[config.mk]
export PLATFORM = sky130hd
export DESIGN_NAME = nfa_string_recognizer_top
export DESIGN_NICKNAME = d
export VERILOG_FILES = /design/src/design/nfasr_pkg.sv /design/src/design/nfasr_ram.sv /design/src/design/nfasr_front.sv /design/src/design/nfasr_back.sv /design/src/design/nfa_string_recognizer_top.sv
export SDC_FILE = /design/constraint.sdc
export NUM_CORES = 1
export LEC_CHECK = 0
export BUFFER_PORTS_ARGS = -buffer_cell sky130_fd_sc_hd__buf_2
export CORE_ASPECT_RATIO = 0.5
export CORE_UTILIZATION = 45
export DETAILED_ROUTE_END_ITERATION = 6
export PLACE_DENSITY = 0.71
export RECOVER_POWER = 25
export SLEW_MARGIN = 20
export SYNTH_ARGS = -nofsm -noshare
export SYNTH_HDL_FRONTEND = slang
export SYNTH_SLANG_ARGS = --single-unit
[constraint.sdc]
create_clock -name i_clk -period 7.01 [get_ports i_clk]
set_clock_uncertainty 0.2 [all_clocks]
set_input_delay 0.701 -clock i_clk [delete_from_list [all_inputs] [get_ports i_clk]]
set_output_delay 0.701 -clock i_clk [all_outputs]
set_load 0.005 [all_outputs]
[src/design/nfasr_pkg.sv]
// ============================================================================
// nfasr_pkg - shared types and constants of the NFA string recogniser
// Sizes, command codes, register indexes and the queue entry layout.
// ============================================================================
`default_nettype none

package nfasr_pkg;

    // Automaton and table sizes
    localparam int MAX_STATES    = 16;
    localparam int MAX_RELATIONS = 64;
    localparam int ST_W          = $clog2(MAX_STATES);
    localparam int NS_W          = $clog2(MAX_STATES + 1);
    localparam int RI_W          = $clog2(MAX_RELATIONS);
    localparam int NR_W          = $clog2(MAX_RELATIONS + 1);
    localparam int SYM_W         = 8;
    localparam int REL_W         = 2 * ST_W + SYM_W;

    // Command queue between front and back
    localparam int QUEUE_DEPTH   = 4;
    localparam int QA_W          = $clog2(QUEUE_DEPTH);
    localparam int QC_W          = $clog2(QUEUE_DEPTH + 1);

    // Stream widths: tdata fields padded to whole bytes
    localparam int CMD_W         = 2;
    localparam int S_FIELD_W     = RI_W + REL_W + SYM_W;
    localparam int S_DATA_W      = ((S_FIELD_W + 7) / 8) * 8;
    localparam int M_DATA_W      = ((MAX_STATES + 2 + 7) / 8) * 8;

    // Configuration port
    localparam int CFG_IDX_W     = 1;
    localparam int CFG_DATA_W    = 7;
    localparam logic [CFG_IDX_W-1:0] CFG_STATE_COUNT    = 1'b0;
    localparam logic [CFG_IDX_W-1:0] CFG_RELATION_COUNT = 1'b1;

    // Command codes of the input stream
    typedef enum logic [CMD_W-1:0] {
        OP_LOAD    = 2'd0,
        OP_PROC    = 2'd1,
        OP_RESTART = 2'd2,
        OP_NOP     = 2'd3
    } t_op;

    // One classified command waiting in the queue
    typedef struct packed {
        t_op                op;
        logic [RI_W-1:0]    index;
        logic [REL_W-1:0]   rel;      // from, to, symbol from the top bit down
        logic [SYM_W-1:0]   symbol;
        logic               last;
    } t_cmd;

    // One result item
    typedef struct packed {
        logic [MAX_STATES-1:0] mask;
        logic                  accepted;
        logic                  alive;
    } t_result;

    // Back-end status seen by the top level
    typedef struct packed {
        logic scanning;
        logic out_load;
    } t_stat;

endpackage

`default_nettype wire

[src/design/nfasr_ram.sv]
// ============================================================================
// nfasr_ram - generic single-write, single-read RAM
// One write port and one read port with registered read data.
// ============================================================================
`default_nettype none

module nfasr_ram #(
    parameter int WIDTH = 16,
    parameter int DEPTH = 64
) (
    input  wire logic                         i_clk,
    input  wire logic                         i_we,
    input  wire logic [$clog2(DEPTH)-1:0]     i_waddr,
    input  wire logic [WIDTH-1:0]             i_wdata,
    input  wire logic [$clog2(DEPTH)-1:0]     i_raddr,
    output logic      [WIDTH-1:0]             o_rdata
);

    logic [WIDTH-1:0] r_mem [DEPTH];

    // Write and registered read
    always_ff @(posedge i_clk) begin
        if (i_we) begin
            r_mem[i_waddr] <= i_wdata;
        end
        o_rdata <= r_mem[i_raddr];
    end

endmodule

`default_nettype wire

[src/design/nfasr_front.sv]
// ============================================================================
// nfasr_front - input stage of the NFA string recogniser
// Accepts stream items, classifies the command and queues them for the back.
// ============================================================================
`default_nettype none

module nfasr_front
    import nfasr_pkg::*;
(
    input  wire logic                 i_clk,
    input  wire logic                 i_rst_n,
    input  wire logic                 i_valid,
    output logic                      o_ready,
    input  wire logic [S_FIELD_W-1:0] i_data,
    input  wire logic [CMD_W-1:0]     i_user,
    input  wire logic                 i_last,
    output logic                      o_head_valid,
    output t_cmd                      o_head,
    input  wire logic                 i_pop
);

    t_cmd             r_mem [QUEUE_DEPTH];
    logic [QA_W-1:0]  r_wp, n_wp;
    logic [QA_W-1:0]  r_rp, n_rp;
    logic [QC_W-1:0]  r_cnt, n_cnt;
    t_cmd             w_cmd;
    logic             w_push;

    // Classify the incoming item
    always_comb begin
        case (i_user)
            OP_LOAD:    w_cmd.op = OP_LOAD;
            OP_PROC:    w_cmd.op = OP_PROC;
            OP_RESTART: w_cmd.op = OP_RESTART;
            default:    w_cmd.op = OP_NOP;
        endcase
        w_cmd.index  = i_data[RI_W-1:0];
        w_cmd.rel    = {i_data[RI_W +: ST_W], i_data[RI_W + ST_W +: ST_W],
                        i_data[RI_W + 2 * ST_W +: SYM_W]};
        w_cmd.symbol = i_data[RI_W + REL_W +: SYM_W];
        w_cmd.last   = i_last;
    end

    assign o_ready      = (r_cnt != QC_W'(QUEUE_DEPTH));
    assign w_push       = i_valid && o_ready;
    assign o_head_valid = (r_cnt != '0);
    assign o_head       = r_mem[r_rp];

    // Advance the queue pointers
    always_comb begin
        n_wp  = r_wp;
        n_rp  = r_rp;
        n_cnt = r_cnt;
        if (w_push) begin
            n_wp = r_wp + 1'b1;
        end
        if (i_pop) begin
            n_rp = r_rp + 1'b1;
        end
        case ({w_push, i_pop})
            2'b10:   n_cnt = r_cnt + 1'b1;
            2'b01:   n_cnt = r_cnt - 1'b1;
            default: n_cnt = r_cnt;
        endcase
    end

    always_ff @(posedge i_clk) begin
        if (!i_rst_n) begin
            r_wp  <= '0;
            r_rp  <= '0;
            r_cnt <= '0;
        end else begin
            r_wp  <= n_wp;
            r_rp  <= n_rp;
            r_cnt <= n_cnt;
        end
    end

    // Hold queue entries
    always_ff @(posedge i_clk) begin
        if (w_push) begin
            r_mem[r_wp] <= w_cmd;
        end
    end

endmodule

`default_nettype wire

[src/design/nfasr_back.sv]
// ============================================================================
// nfasr_back - execution stage of the NFA string recogniser
// Writes relations, scans the table one slot a cycle, drives the result item.
// ============================================================================
`default_nettype none

module nfasr_back
    import nfasr_pkg::*;
(
    input  wire logic              i_clk,
    input  wire logic              i_rst_n,
    input  wire logic [NS_W-1:0]   i_state_count,
    input  wire logic [NR_W-1:0]   i_relation_count,
    input  wire logic              i_head_valid,
    input  wire t_cmd              i_head,
    output logic                   o_pop,
    output logic                   o_ram_we,
    output logic [RI_W-1:0]        o_ram_waddr,
    output logic [REL_W-1:0]       o_ram_wdata,
    output logic [RI_W-1:0]        o_ram_raddr,
    input  wire logic [REL_W-1:0]  i_ram_rdata,
    output logic                   o_out_valid,
    input  wire logic              i_out_ready,
    output t_result                o_out,
    output t_stat                  o_stat
);

    typedef enum logic [2:0] {
        ST_IDLE   = 3'b001,
        ST_SCAN   = 3'b010,
        ST_FINISH = 3'b100
    } t_state;

    t_state                r_state, n_state;
    logic [MAX_STATES-1:0] r_active, n_active;
    logic                  r_dead, n_dead;
    logic [NR_W-1:0]       r_k, n_k;
    logic                  r_rd_valid, n_rd_valid;
    logic [MAX_STATES-1:0] r_acc, n_acc;
    logic [SYM_W-1:0]      r_sym, n_sym;
    logic                  r_last, n_last;
    logic                  r_out_valid;
    t_result               r_out;
    t_result               w_res;
    logic                  w_out_load;
    logic                  w_out_free;
    logic [ST_W-1:0]       w_src, w_dst;
    logic [SYM_W-1:0]      w_rsym;
    logic                  w_hit;
    logic [NS_W-1:0]       w_fin;

    // Split the table word read back
    assign w_src  = i_ram_rdata[REL_W-1 -: ST_W];
    assign w_dst  = i_ram_rdata[SYM_W +: ST_W];
    assign w_rsym = i_ram_rdata[SYM_W-1:0];
    assign w_hit  = (w_rsym == r_sym) && (NS_W'(w_src) < i_state_count)
                    && (NS_W'(w_dst) < i_state_count) && r_active[w_src];
    assign w_fin  = i_state_count - 1'b1;

    assign w_out_free  = !r_out_valid || i_out_ready;
    assign o_ram_waddr = i_head.index;
    assign o_ram_wdata = i_head.rel;
    assign o_ram_raddr = r_k[RI_W-1:0];

    // Sequence commands
    always_comb begin
        n_state    = r_state;
        n_active   = r_active;
        n_dead     = r_dead;
        n_k        = r_k;
        n_rd_valid = 1'b0;
        n_acc      = r_acc;
        n_sym      = r_sym;
        n_last     = r_last;
        o_pop      = 1'b0;
        o_ram_we   = 1'b0;
        w_out_load = 1'b0;
        w_res      = '{mask: r_active, accepted: 1'b0, alive: (r_active != '0)};
        case (r_state)
            ST_IDLE: begin
                if (i_head_valid) begin
                    case (i_head.op)
                        OP_LOAD: begin
                            if (w_out_free) begin
                                o_pop      = 1'b1;
                                o_ram_we   = 1'b1;
                                w_out_load = 1'b1;
                            end
                        end
                        OP_RESTART: begin
                            if (w_out_free) begin
                                o_pop      = 1'b1;
                                w_out_load = 1'b1;
                                n_active   = MAX_STATES'(1);
                                n_dead     = 1'b0;
                                w_res      = '{mask: MAX_STATES'(1),
                                               accepted: (w_fin == '0), alive: 1'b1};
                            end
                        end
                        OP_PROC: begin
                            if (r_dead) begin
                                if (w_out_free) begin
                                    o_pop      = 1'b1;
                                    w_out_load = 1'b1;
                                    w_res      = '{mask: '0, accepted: 1'b0, alive: 1'b0};
                                end
                            end else begin
                                o_pop   = 1'b1;
                                n_sym   = i_head.symbol;
                                n_last  = i_head.last;
                                n_k     = '0;
                                n_acc   = '0;
                                n_state = ST_SCAN;
                            end
                        end
                        default: begin
                            if (w_out_free) begin
                                o_pop      = 1'b1;
                                w_out_load = 1'b1;
                            end
                        end
                    endcase
                end
            end
            ST_SCAN: begin
                // Issue one table read a cycle, fold in the previous one
                if (r_rd_valid && w_hit) begin
                    n_acc = r_acc | (MAX_STATES'(1) << w_dst);
                end
                if (r_k != i_relation_count) begin
                    n_k        = r_k + 1'b1;
                    n_rd_valid = 1'b1;
                end else if (!r_rd_valid) begin
                    n_state = ST_FINISH;
                end
            end
            ST_FINISH: begin
                w_res = '{mask: r_acc,
                          accepted: r_last && r_acc[w_fin[ST_W-1:0]],
                          alive: (r_acc != '0)};
                if (w_out_free) begin
                    w_out_load = 1'b1;
                    n_active   = r_acc;
                    n_dead     = (r_acc == '0);
                    n_state    = ST_IDLE;
                end
            end
            default: begin
                n_state = ST_IDLE;
            end
        endcase
    end

    always_ff @(posedge i_clk) begin
        if (!i_rst_n) begin
            r_state     <= ST_IDLE;
            r_active    <= MAX_STATES'(1);
            r_dead      <= 1'b0;
            r_rd_valid  <= 1'b0;
            r_out_valid <= 1'b0;
        end else begin
            r_state    <= n_state;
            r_active   <= n_active;
            r_dead     <= n_dead;
            r_rd_valid <= n_rd_valid;
            if (w_out_load) begin
                r_out_valid <= 1'b1;
            end else if (i_out_ready) begin
                r_out_valid <= 1'b0;
            end
        end
    end

    // Working and result registers
    always_ff @(posedge i_clk) begin
        r_k    <= n_k;
        r_acc  <= n_acc;
        r_sym  <= n_sym;
        r_last <= n_last;
        if (w_out_load) begin
            r_out <= w_res;
        end
    end

    assign o_out_valid     = r_out_valid;
    assign o_out           = r_out;
    assign o_stat.scanning = (r_state == ST_SCAN);
    assign o_stat.out_load = w_out_load;

endmodule

`default_nettype wire

[src/design/nfa_string_recognizer_top.sv]
// ============================================================================
// nfa_string_recognizer_top - NFA string recogniser
// Loads transition relations and runs a nondeterministic automaton on bytes.
// ============================================================================
//  Channel   Direction  Handshake          Payload
//  s_axis    in         tvalid / tready    tuser command; tdata relation, symbol; tlast
//  m_axis    out        tvalid / tready    tdata alive, accepted, active_states
//  cfg       in         we (no stall)      index, write data
//
//  Load, restart and unused commands are handled in the idle state of the back
//  end; a symbol scans the relation table through its single read port one
//  slot a cycle, then retires the last read and loads the result. A symbol
//  after rejection is answered from the idle state without a scan.
//  Synchronous active-low reset; the relation table is not cleared.
//  A four-entry command queue lets input accept while a result is stalled.
// ============================================================================
`default_nettype none

module nfa_string_recognizer_top
    import nfasr_pkg::*;
(
    input  wire logic                  i_clk,
    input  wire logic                  i_rst_n,
    input  wire logic                  i_s_axis_tvalid,
    output logic                       o_s_axis_tready,
    // rel_index[5:0], from_state[9:6], to_state[13:10], rel_symbol[21:14],
    // symbol[29:22], zero fill[31:30]
    input  wire logic [S_DATA_W-1:0]   i_s_axis_tdata,
    // command[1:0]
    input  wire logic [CMD_W-1:0]      i_s_axis_tuser,
    input  wire logic                  i_s_axis_tlast,
    output logic                       o_m_axis_tvalid,
    input  wire logic                  i_m_axis_tready,
    // alive[0], accepted[1], active_states[17:2], zero fill[23:18]
    output logic [M_DATA_W-1:0]        o_m_axis_tdata,
    input  wire logic                  i_cfg_we,
    input  wire logic [CFG_IDX_W-1:0]  i_cfg_index,
    input  wire logic [CFG_DATA_W-1:0] i_cfg_wdata
);

    logic [NS_W-1:0]   r_state_count;
    logic [NR_W-1:0]   r_relation_count;
    logic              w_head_valid;
    t_cmd              w_head;
    logic              w_pop;
    logic              w_ram_we;
    logic [RI_W-1:0]   w_ram_waddr;
    logic [REL_W-1:0]  w_ram_wdata;
    logic [RI_W-1:0]   w_ram_raddr;
    logic [REL_W-1:0]  w_ram_rdata;
    t_result           w_out;
    t_stat             w_stat;

    // Hold configuration, clamped to the supported ranges
    always_ff @(posedge i_clk) begin
        if (!i_rst_n) begin
            r_state_count    <= NS_W'(MAX_STATES);
            r_relation_count <= '0;
        end else if (i_cfg_we) begin
            case (i_cfg_index)
                CFG_STATE_COUNT: begin
                    if (i_cfg_wdata[NS_W-1:0] == '0) begin
                        r_state_count <= NS_W'(1);
                    end else if (i_cfg_wdata[NS_W-1:0] > NS_W'(MAX_STATES)) begin
                        r_state_count <= NS_W'(MAX_STATES);
                    end else begin
                        r_state_count <= i_cfg_wdata[NS_W-1:0];
                    end
                end
                CFG_RELATION_COUNT: begin
                    if (i_cfg_wdata[NR_W-1:0] > NR_W'(MAX_RELATIONS)) begin
                        r_relation_count <= NR_W'(MAX_RELATIONS);
                    end else begin
                        r_relation_count <= i_cfg_wdata[NR_W-1:0];
                    end
                end
                default: begin
                    r_state_count <= r_state_count;
                end
            endcase
        end
    end

    nfasr_front u_front (
        .i_clk        (i_clk),
        .i_rst_n      (i_rst_n),
        .i_valid      (i_s_axis_tvalid),
        .o_ready      (o_s_axis_tready),
        .i_data       (i_s_axis_tdata[S_FIELD_W-1:0]),
        .i_user       (i_s_axis_tuser),
        .i_last       (i_s_axis_tlast),
        .o_head_valid (w_head_valid),
        .o_head       (w_head),
        .i_pop        (w_pop)
    );

    nfasr_ram #(
        .WIDTH (REL_W),
        .DEPTH (MAX_RELATIONS)
    ) u_table (
        .i_clk   (i_clk),
        .i_we    (w_ram_we),
        .i_waddr (w_ram_waddr),
        .i_wdata (w_ram_wdata),
        .i_raddr (w_ram_raddr),
        .o_rdata (w_ram_rdata)
    );

    nfasr_back u_back (
        .i_clk            (i_clk),
        .i_rst_n          (i_rst_n),
        .i_state_count    (r_state_count),
        .i_relation_count (r_relation_count),
        .i_head_valid     (w_head_valid),
        .i_head           (w_head),
        .o_pop            (w_pop),
        .o_ram_we         (w_ram_we),
        .o_ram_waddr      (w_ram_waddr),
        .o_ram_wdata      (w_ram_wdata),
        .o_ram_raddr      (w_ram_raddr),
        .i_ram_rdata      (w_ram_rdata),
        .o_out_valid      (o_m_axis_tvalid),
        .i_out_ready      (i_m_axis_tready),
        .o_out            (w_out),
        .o_stat           (w_stat)
    );

    assign o_m_axis_tdata = {(M_DATA_W - MAX_STATES - 2)'(0), w_out};

    // Checks on the internal hand-off between the stages
    a_pop_needs_head: assert property (@(posedge i_clk) disable iff (!i_rst_n)
        w_pop |-> w_head_valid)
        else $error("queue popped while empty");

    a_no_write_in_scan: assert property (@(posedge i_clk) disable iff (!i_rst_n)
        w_ram_we |-> !w_stat.scanning)
        else $error("relation written during a table scan");

    a_no_result_overwrite: assert property (@(posedge i_clk) disable iff (!i_rst_n)
        w_stat.out_load |-> (!o_m_axis_tvalid || i_m_axis_tready))
        else $error("pending result overwritten");

    a_state_count_range: assert property (@(posedge i_clk) disable iff (!i_rst_n)
        (r_state_count != '0) && (r_state_count <= NS_W'(MAX_STATES)))
        else $error("state count out of range");

endmodule

`default_nettype wire

# Word-level counts from Yosys, hierarchy flattened
# Memory sizes are Yosys's and may differ from the RTL's. A register that Yosys moved wholly into a read port is not among the register bits.
# Index checks and enable logic that the tools add are counted.
[op_classes]
addsub = 6
shift = 1
n_lt_le_gt_ge = 6
muxes = 63
eq_ne = 22
n_bitwise = 3
reduce_logical = 28
[op_table]
columns = ["operator", "count"]
rows = [
  ["16-bit two-way mux", 8],
  ["18-bit two-way mux", 4],
  ["18-bit one-hot mux with 2 select lines", 2],
  ["16-bit one-hot mux with 2 select lines", 2],
  ["7-bit two-way mux", 5],
  ["16-bit nonzero test", 2],
  ["1-bit two-way mux", 24],
  ["3-bit two-way mux", 6],
  ["16-bit logical NOT", 1],
  ["16-bit bitwise OR", 1],
  ["1-bit by 4-bit << shifter with 16-bit output, first input constant", 1],
  ["5-bit AND reduction", 3],
  ["2-bit inequality test, second input constant", 7],
  ["7-bit one-hot mux with 2 select lines", 1],
  ["5-bit logical NOT", 2],
  ["4-bit by 5-bit less-than comparator with 1-bit output", 2],
  ["4-bit by 5-bit less-than comparator with 1-bit output, second input constant", 2],
  ["5-bit two-way mux", 2],
  ["3-bit one-hot mux with 3 select lines", 1],
  ["1-bit binary-select mux with 4-bit select", 2],
  ["8-bit equality test", 1],
  ["2-bit nonzero test", 4],
  ["7-bit by 1-bit adder with 7-bit output, second input constant", 1],
  ["7-bit greater-than comparator, second input constant", 1],
  ["other kinds (26)", 44],
]
[word_totals]
ram_bits = 1156
out_inout_bits = 26
n_memories = 2
regBits = 91
elab_cells = 148
[mem_list]
columns = ["name", "words", "word_bits", "rd", "rd_clocked_by_memory_dff", "wr", "line", "source"]
rows = [
  ["u_table.r_mem", 64, 16, 1, 1, 1, "nfasr_ram.sv:19", "logic [WIDTH-1:0] r_mem [DEPTH];"],
  ["u_front.r_mem", 4, 33, 1, 1, 1, "nfasr_front.sv:22", "t_cmd r_mem [QUEUE_DEPTH];"],
]

# Depth between registers and ports, before layout
[depth]
ltp_word = 9
ltp_mapped = 13
mapped_depth_nobuf = 11

# Modules after synthesis
# A second synthesis with hierarchy kept.
[unflattened]
cells_unflattened = 2469
hier_area_um2 = 49775.2
[by_module_without_submodules]
columns = ["module", "area_per_inst_um2", "seq_area_each_um2", "n_inst", "cells_each"]
rows = [
  ["nfasr_ram", 40028.4, 31069.8, 1, 1831],
  ["nfasr_front", 5273.8, 4144.0, 1, 222],
  ["nfasr_back", 3905.0, 1941.9, 1, 353],
  ["nfa_string_recognizer_top", 568.0, 240.2, 1, 63],
]

# Worst setup path before layout
# OpenSTA, ideal clock, no wires.
[synth_timing]
path_type = "flip-flop to flip-flop"
from = "reg (tool-made name)"
to = "reg u_back.r_acc[0], enable pin"
path_stages_with_launch = 11
synth_period_minus_slack_ps = 3627
path_buffers = 2
arrival_time_ps = 3060
slack_ps = 3383
path_cell_list = "dfxtp_1 buf_2 buf_4 mux4_2 inv_1 ha_1 nand2b_1 o21a_1 or4_1 a2111oi_2 a21o_1"
[synth_lines]
columns = ["item", "line", "source"]
rows = [
  ["end signal: assignment", "nfasr_back.sv:177", "r_acc <= n_acc;"],
  ["end: declaration", "nfasr_back.sv:39", "logic [MAX_STATES-1:0] r_acc, n_acc;"],
]

==> results <==
- The placed instances occupy a cell area of between 50000 and 60000 µm².
- The synthesized netlist cell count is ~2500.
- From synthesis to final layout, the design area changed by 12.46%.
- Once detail routing completed, the nets flagged for antenna violations numbered 0.
- The die footprint is 110800 µm².
- The initial antenna violation count was 1.
- The number of vias in the routed layout is 24230.
- TritonCTS built the clock tree.
- Setup repair after global routing left no endpoint under its margin.
- The cell sitting at the root of the clock tree is a sky130_fd_sc_hd__clkbuf_16.
- The non-filler instance count after layout is 4165.
- The finished layout cell area is around 55000 µm².
- Counting distinct cell types in the post-synthesis netlist gives 64.
- Of all nets on the critical path, the largest fanout is 36.
- Leaving out fill and tap cells, the most frequent cell in the layout is sky130_fd_sc_hd__edfxtp_1.
- The number of inserted filler cells in the final layout is 8337.
- The clock latency at the later pin of the worst-skew pair is 690 ps.
- The number of synthesized register bits is 1265.
- The type of the setup path with the least slack is flop to flop.
- The power per cell area is 404.4 nW/µm².
- Entering global routing, the biggest net connects 97 pins.
- The number of flops mapped to enable cells by yosys is 1206.
- The die is ~470 µm wide.
- After clock tree synthesis, the flow added hold-fix buffers numbering 30.
- The final-report max-slew violation count is 1148.
- The count of final setup violators is 0.
- The sort of element at the start of the critical path is a flop.
- The first routing iteration left about 2800 violations.
- Counting every sink on the clock net gives 1265.
- The checks that failed: capacitance limit, slew limit.
- The floorplan step defined a core boundary enclosing 108100 µm².
- Max-cap violations in this run came to 20.
- After detailed routing, the number of vias per cell comes to 5.817.
- The final critical path takes up 75.16% of the cycle.
- The flow ran to the end, but the final reports show violations.
- After synthesis, the mean cell area works out to 20.05 µm².
- During synthesis, Yosys emitted a total of 0 warnings.
- The leakage power of the design is 17.55 nW.
- The number of remaining DRC errors is 0.
- Row generation in the floorplan step produced 85 rows.
- Buffers inserted during clock tree synthesis total approximately 110.
- The number of input and output port buffers inserted is 65.
- The largest buffer count on any clock path is 3.
- The number of gates resized after CTS was 0.
- In this run the worst hold path is classified as input pin to flop.
- In this run the number of H-tree levels came out at 3.
- The wire length of the first global-routing pass is 155700 µm.
- The count of endpoints failing hold in the final timing report was 0.
- For the pin with the worst max-slew slack, the measured transition is around 3500 ps.
- The height of the die is 235.9 µm.
- The setup TNS after final layout is 0 ps.
- Summing every instance area after synthesis gives 49240 µm².
- IR analysis of the VDD net gives a maximum drop of between 0.3 and 0.4 mV.
- The initial core utilization is 45.57%.
- Counting I/O delays and the setup requirement, the final critical path takes 5269 ps.
- The number of inserted diodes is 0.
- The routability congestion estimate from global placement is 0.8302.
- The maximum achievable frequency is 0.1898 GHz.
- The number of global-route vias before repair is roughly 24000.
- The aggregate global routing overflow is 0.
- The remaining max-slew budget at the tightest pin is -131.4%.
- The HPWL after detailed placement is 61000 µm.
- Pin placement for this block handled 74 I/O pins.
- In the synthesized netlist the dominant register cell turns out to be sky130_fd_sc_hd__edfxtp_1.
- At the worst endpoint, the required time is 7400 ps.
- In the layout the commonest cells are sky130_fd_sc_hd__edfxtp_1 (1206), sky130_fd_sc_hd__mux4_2 (247), sky130_fd_sc_hd__nor2_1 (122).
- The setup fix buffers added after clock tree synthesis is 0.
- Summing the sequential cell areas from Yosys gives about three quarters of the chip area.
- STA classifies the critical path endpoint as a flop.
- The clock-pin transition on the worst setup and hold timing paths is 60 ps.
- The net count of the finished layout is approximately 2700.
- The final routed wire length divided by cell count is 25.27 µm.
- At the worst endpoint, the arrival time is about 5700 ps.
- In the final layout, the multi-input gates occupy 11030 µm².
- In the synthesized netlist the async set-or-reset flop fraction comes to 0%.
- The fraction of layout instances using a drive strength above 1 is 19.38%.
- Before antenna repair, the detailed router went through 5 iterations.
- For this block, the routed nets add up to ~110000 µm of wire.
- The number of placed instances, taps included, is just under 4000.
- Across every metal layer, demand over resource in global routing totals 18.86%.
- The register area is 37400 µm².
area by class of cell:
class                   count  area share [%]
clock buffers             146           5.440
clock inverters            61           1.308
inverters                  14         0.09489
multi-input cells        1044           19.91
flip-flops and latches   1265           67.53
well taps                1435           3.242
repair buffers            200           2.476
sequential cells by signal (all words and copies together) (netlist names), 8 cells and up, named ones only:
register	count
u_back.o_out	18
u_back.r_acc	16
u_back.r_active	16
u_back.r_sym	8
u_front.r_mem	132
u_table.o_rdata	16
u_table.r_mem	1024
cells in the mapped netlist (7+ instances only):
cell | number | share of area (%)
sky130_fd_sc_hd__clkbuf_1 | 46 | 0.35
sky130_fd_sc_hd__a211o_1 | 16 | 0.28
sky130_fd_sc_hd__o31ai_1 | 7 | 0.11
sky130_fd_sc_hd__nor4_1 | 9 | 0.11
sky130_fd_sc_hd__buf_6 | 12 | 0.27
sky130_fd_sc_hd__mux4_2 | 247 | 11
sky130_fd_sc_hd__ha_1 | 17 | 0.43
sky130_fd_sc_hd__a221oi_1 | 9 | 0.16
sky130_fd_sc_hd__edfxtp_1 | 1206 | 74
sky130_fd_sc_hd__a21oi_1 | 75 | 0.76
sky130_fd_sc_hd__nand2_1 | 85 | 0.65
sky130_fd_sc_hd__buf_4 | 28 | 0.43
sky130_fd_sc_hd__mux2i_1 | 116 | 2.4
sky130_fd_sc_hd__o21ai_0 | 12 | 0.12
sky130_fd_sc_hd__buf_2 | 37 | 0.38
sky130_fd_sc_hd__xor2_1 | 17 | 0.30
sky130_fd_sc_hd__a31oi_1 | 8 | 0.10
sky130_fd_sc_hd__mux4_1 | 11 | 0.59
sky130_fd_sc_hd__nor3_1 | 25 | 0.25
sky130_fd_sc_hd__nor2_1 | 123 | 0.94
sky130_fd_sc_hd__nor2b_1 | 27 | 0.34
sky130_fd_sc_hd__a22oi_1 | 16 | 0.24
sky130_fd_sc_hd__nand3b_1 | 7 | 0.11
sky130_fd_sc_hd__nor3b_1 | 10 | 0.15
sky130_fd_sc_hd__a22o_1 | 15 | 0.27
sky130_fd_sc_hd__xnor2_1 | 11 | 0.20
sky130_fd_sc_hd__nand2b_1 | 11 | 0.14
sky130_fd_sc_hd__buf_1 | 11 | 0.084
sky130_fd_sc_hd__dfxtp_1 | 59 | 2.4
sky130_fd_sc_hd__inv_1 | 12 | 0.091
sky130_fd_sc_hd__a211oi_1 | 22 | 0.34
sky130_fd_sc_hd__o22ai_1 | 51 | 0.65
sky130_fd_sc_hd__nand3_1 | 25 | 0.25
sky130_fd_sc_hd__o221ai_1 | 16 | 0.28
power by group:
part           total (mW)  internal [mW]  switching (mW)
clock                6.27           3.64            2.63
combinational        6.27           2.24            4.04
sequential           9.86           9.62           0.237
total                22.4           15.5            6.90
stage by stage:
stage                     setup slack (ps)  power (mW)  hold slack (ps)  utilization, %
after floorplan                       3383       14.04            248.8               -
after global placement                2775       16.04            269.4           47.63
after detailed placement              2701       16.18            277.1           47.63
after CTS                             2664       22.43            2.179           51.37
after global routing                  1291       23.18            90.82           51.25
final                                 1741       22.40            102.5           51.25
routing by layer:
metal  vias up  part of all wire (%)  GRT usage, %
li1      10460                     -             -
met1     12690                    43         27.40
met2       911                    47         29.20
met3       160                   8.0         3.346
met4         0                   2.5         5.841
met5         -                     0             0
final timing paths:
| path | start | end | slack (ps) | cells past startpoint |
|---|---|---|---|---|
| worst max-delay path | u_back.r_k[0] | u_table.o_rdata[13] | 1740 | 6 |
| worst min-delay path | i_cfg_index | r_relation_count[6] | 100 | 3 |
| worst max register to register | u_back.r_k[0] | u_table.o_rdata[13] | 1740 | 6 |
| worst min register to register | u_back.r_active[13] | u_back.r_active[13] | 290 | 2 |
kinds of logic (layout without fill, tap and decap cells):
kind of cell    Yosys count  after routing  share of synthesized area [%]
compound gates          267            267                          3.705
fa+ha+maj                18             18                         0.4726
xor+xnor                 28             28                         0.4980
flops                  1265           1265                          75.94
simple gates            351            351                          3.395
mux                     374            374                          14.24
other cells               1              6                       0.007615
buf+inv                 152            421                          1.740
worst max-delay path, cell delays in order (launching register included):
cell and delay, ps:
sky130_fd_sc_hd__edfxtp_1 770, sky130_fd_sc_hd__clkbuf_1 1930, sky130_fd_sc_hd__nor2b_1 660, sky130_fd_sc_hd__a221oi_1 570, sky130_fd_sc_hd__o21ai_0 230, sky130_fd_sc_hd__a21oi_1 440, sky130_fd_sc_hd__a211o_1 320
(Power assumes the default switching activity.)
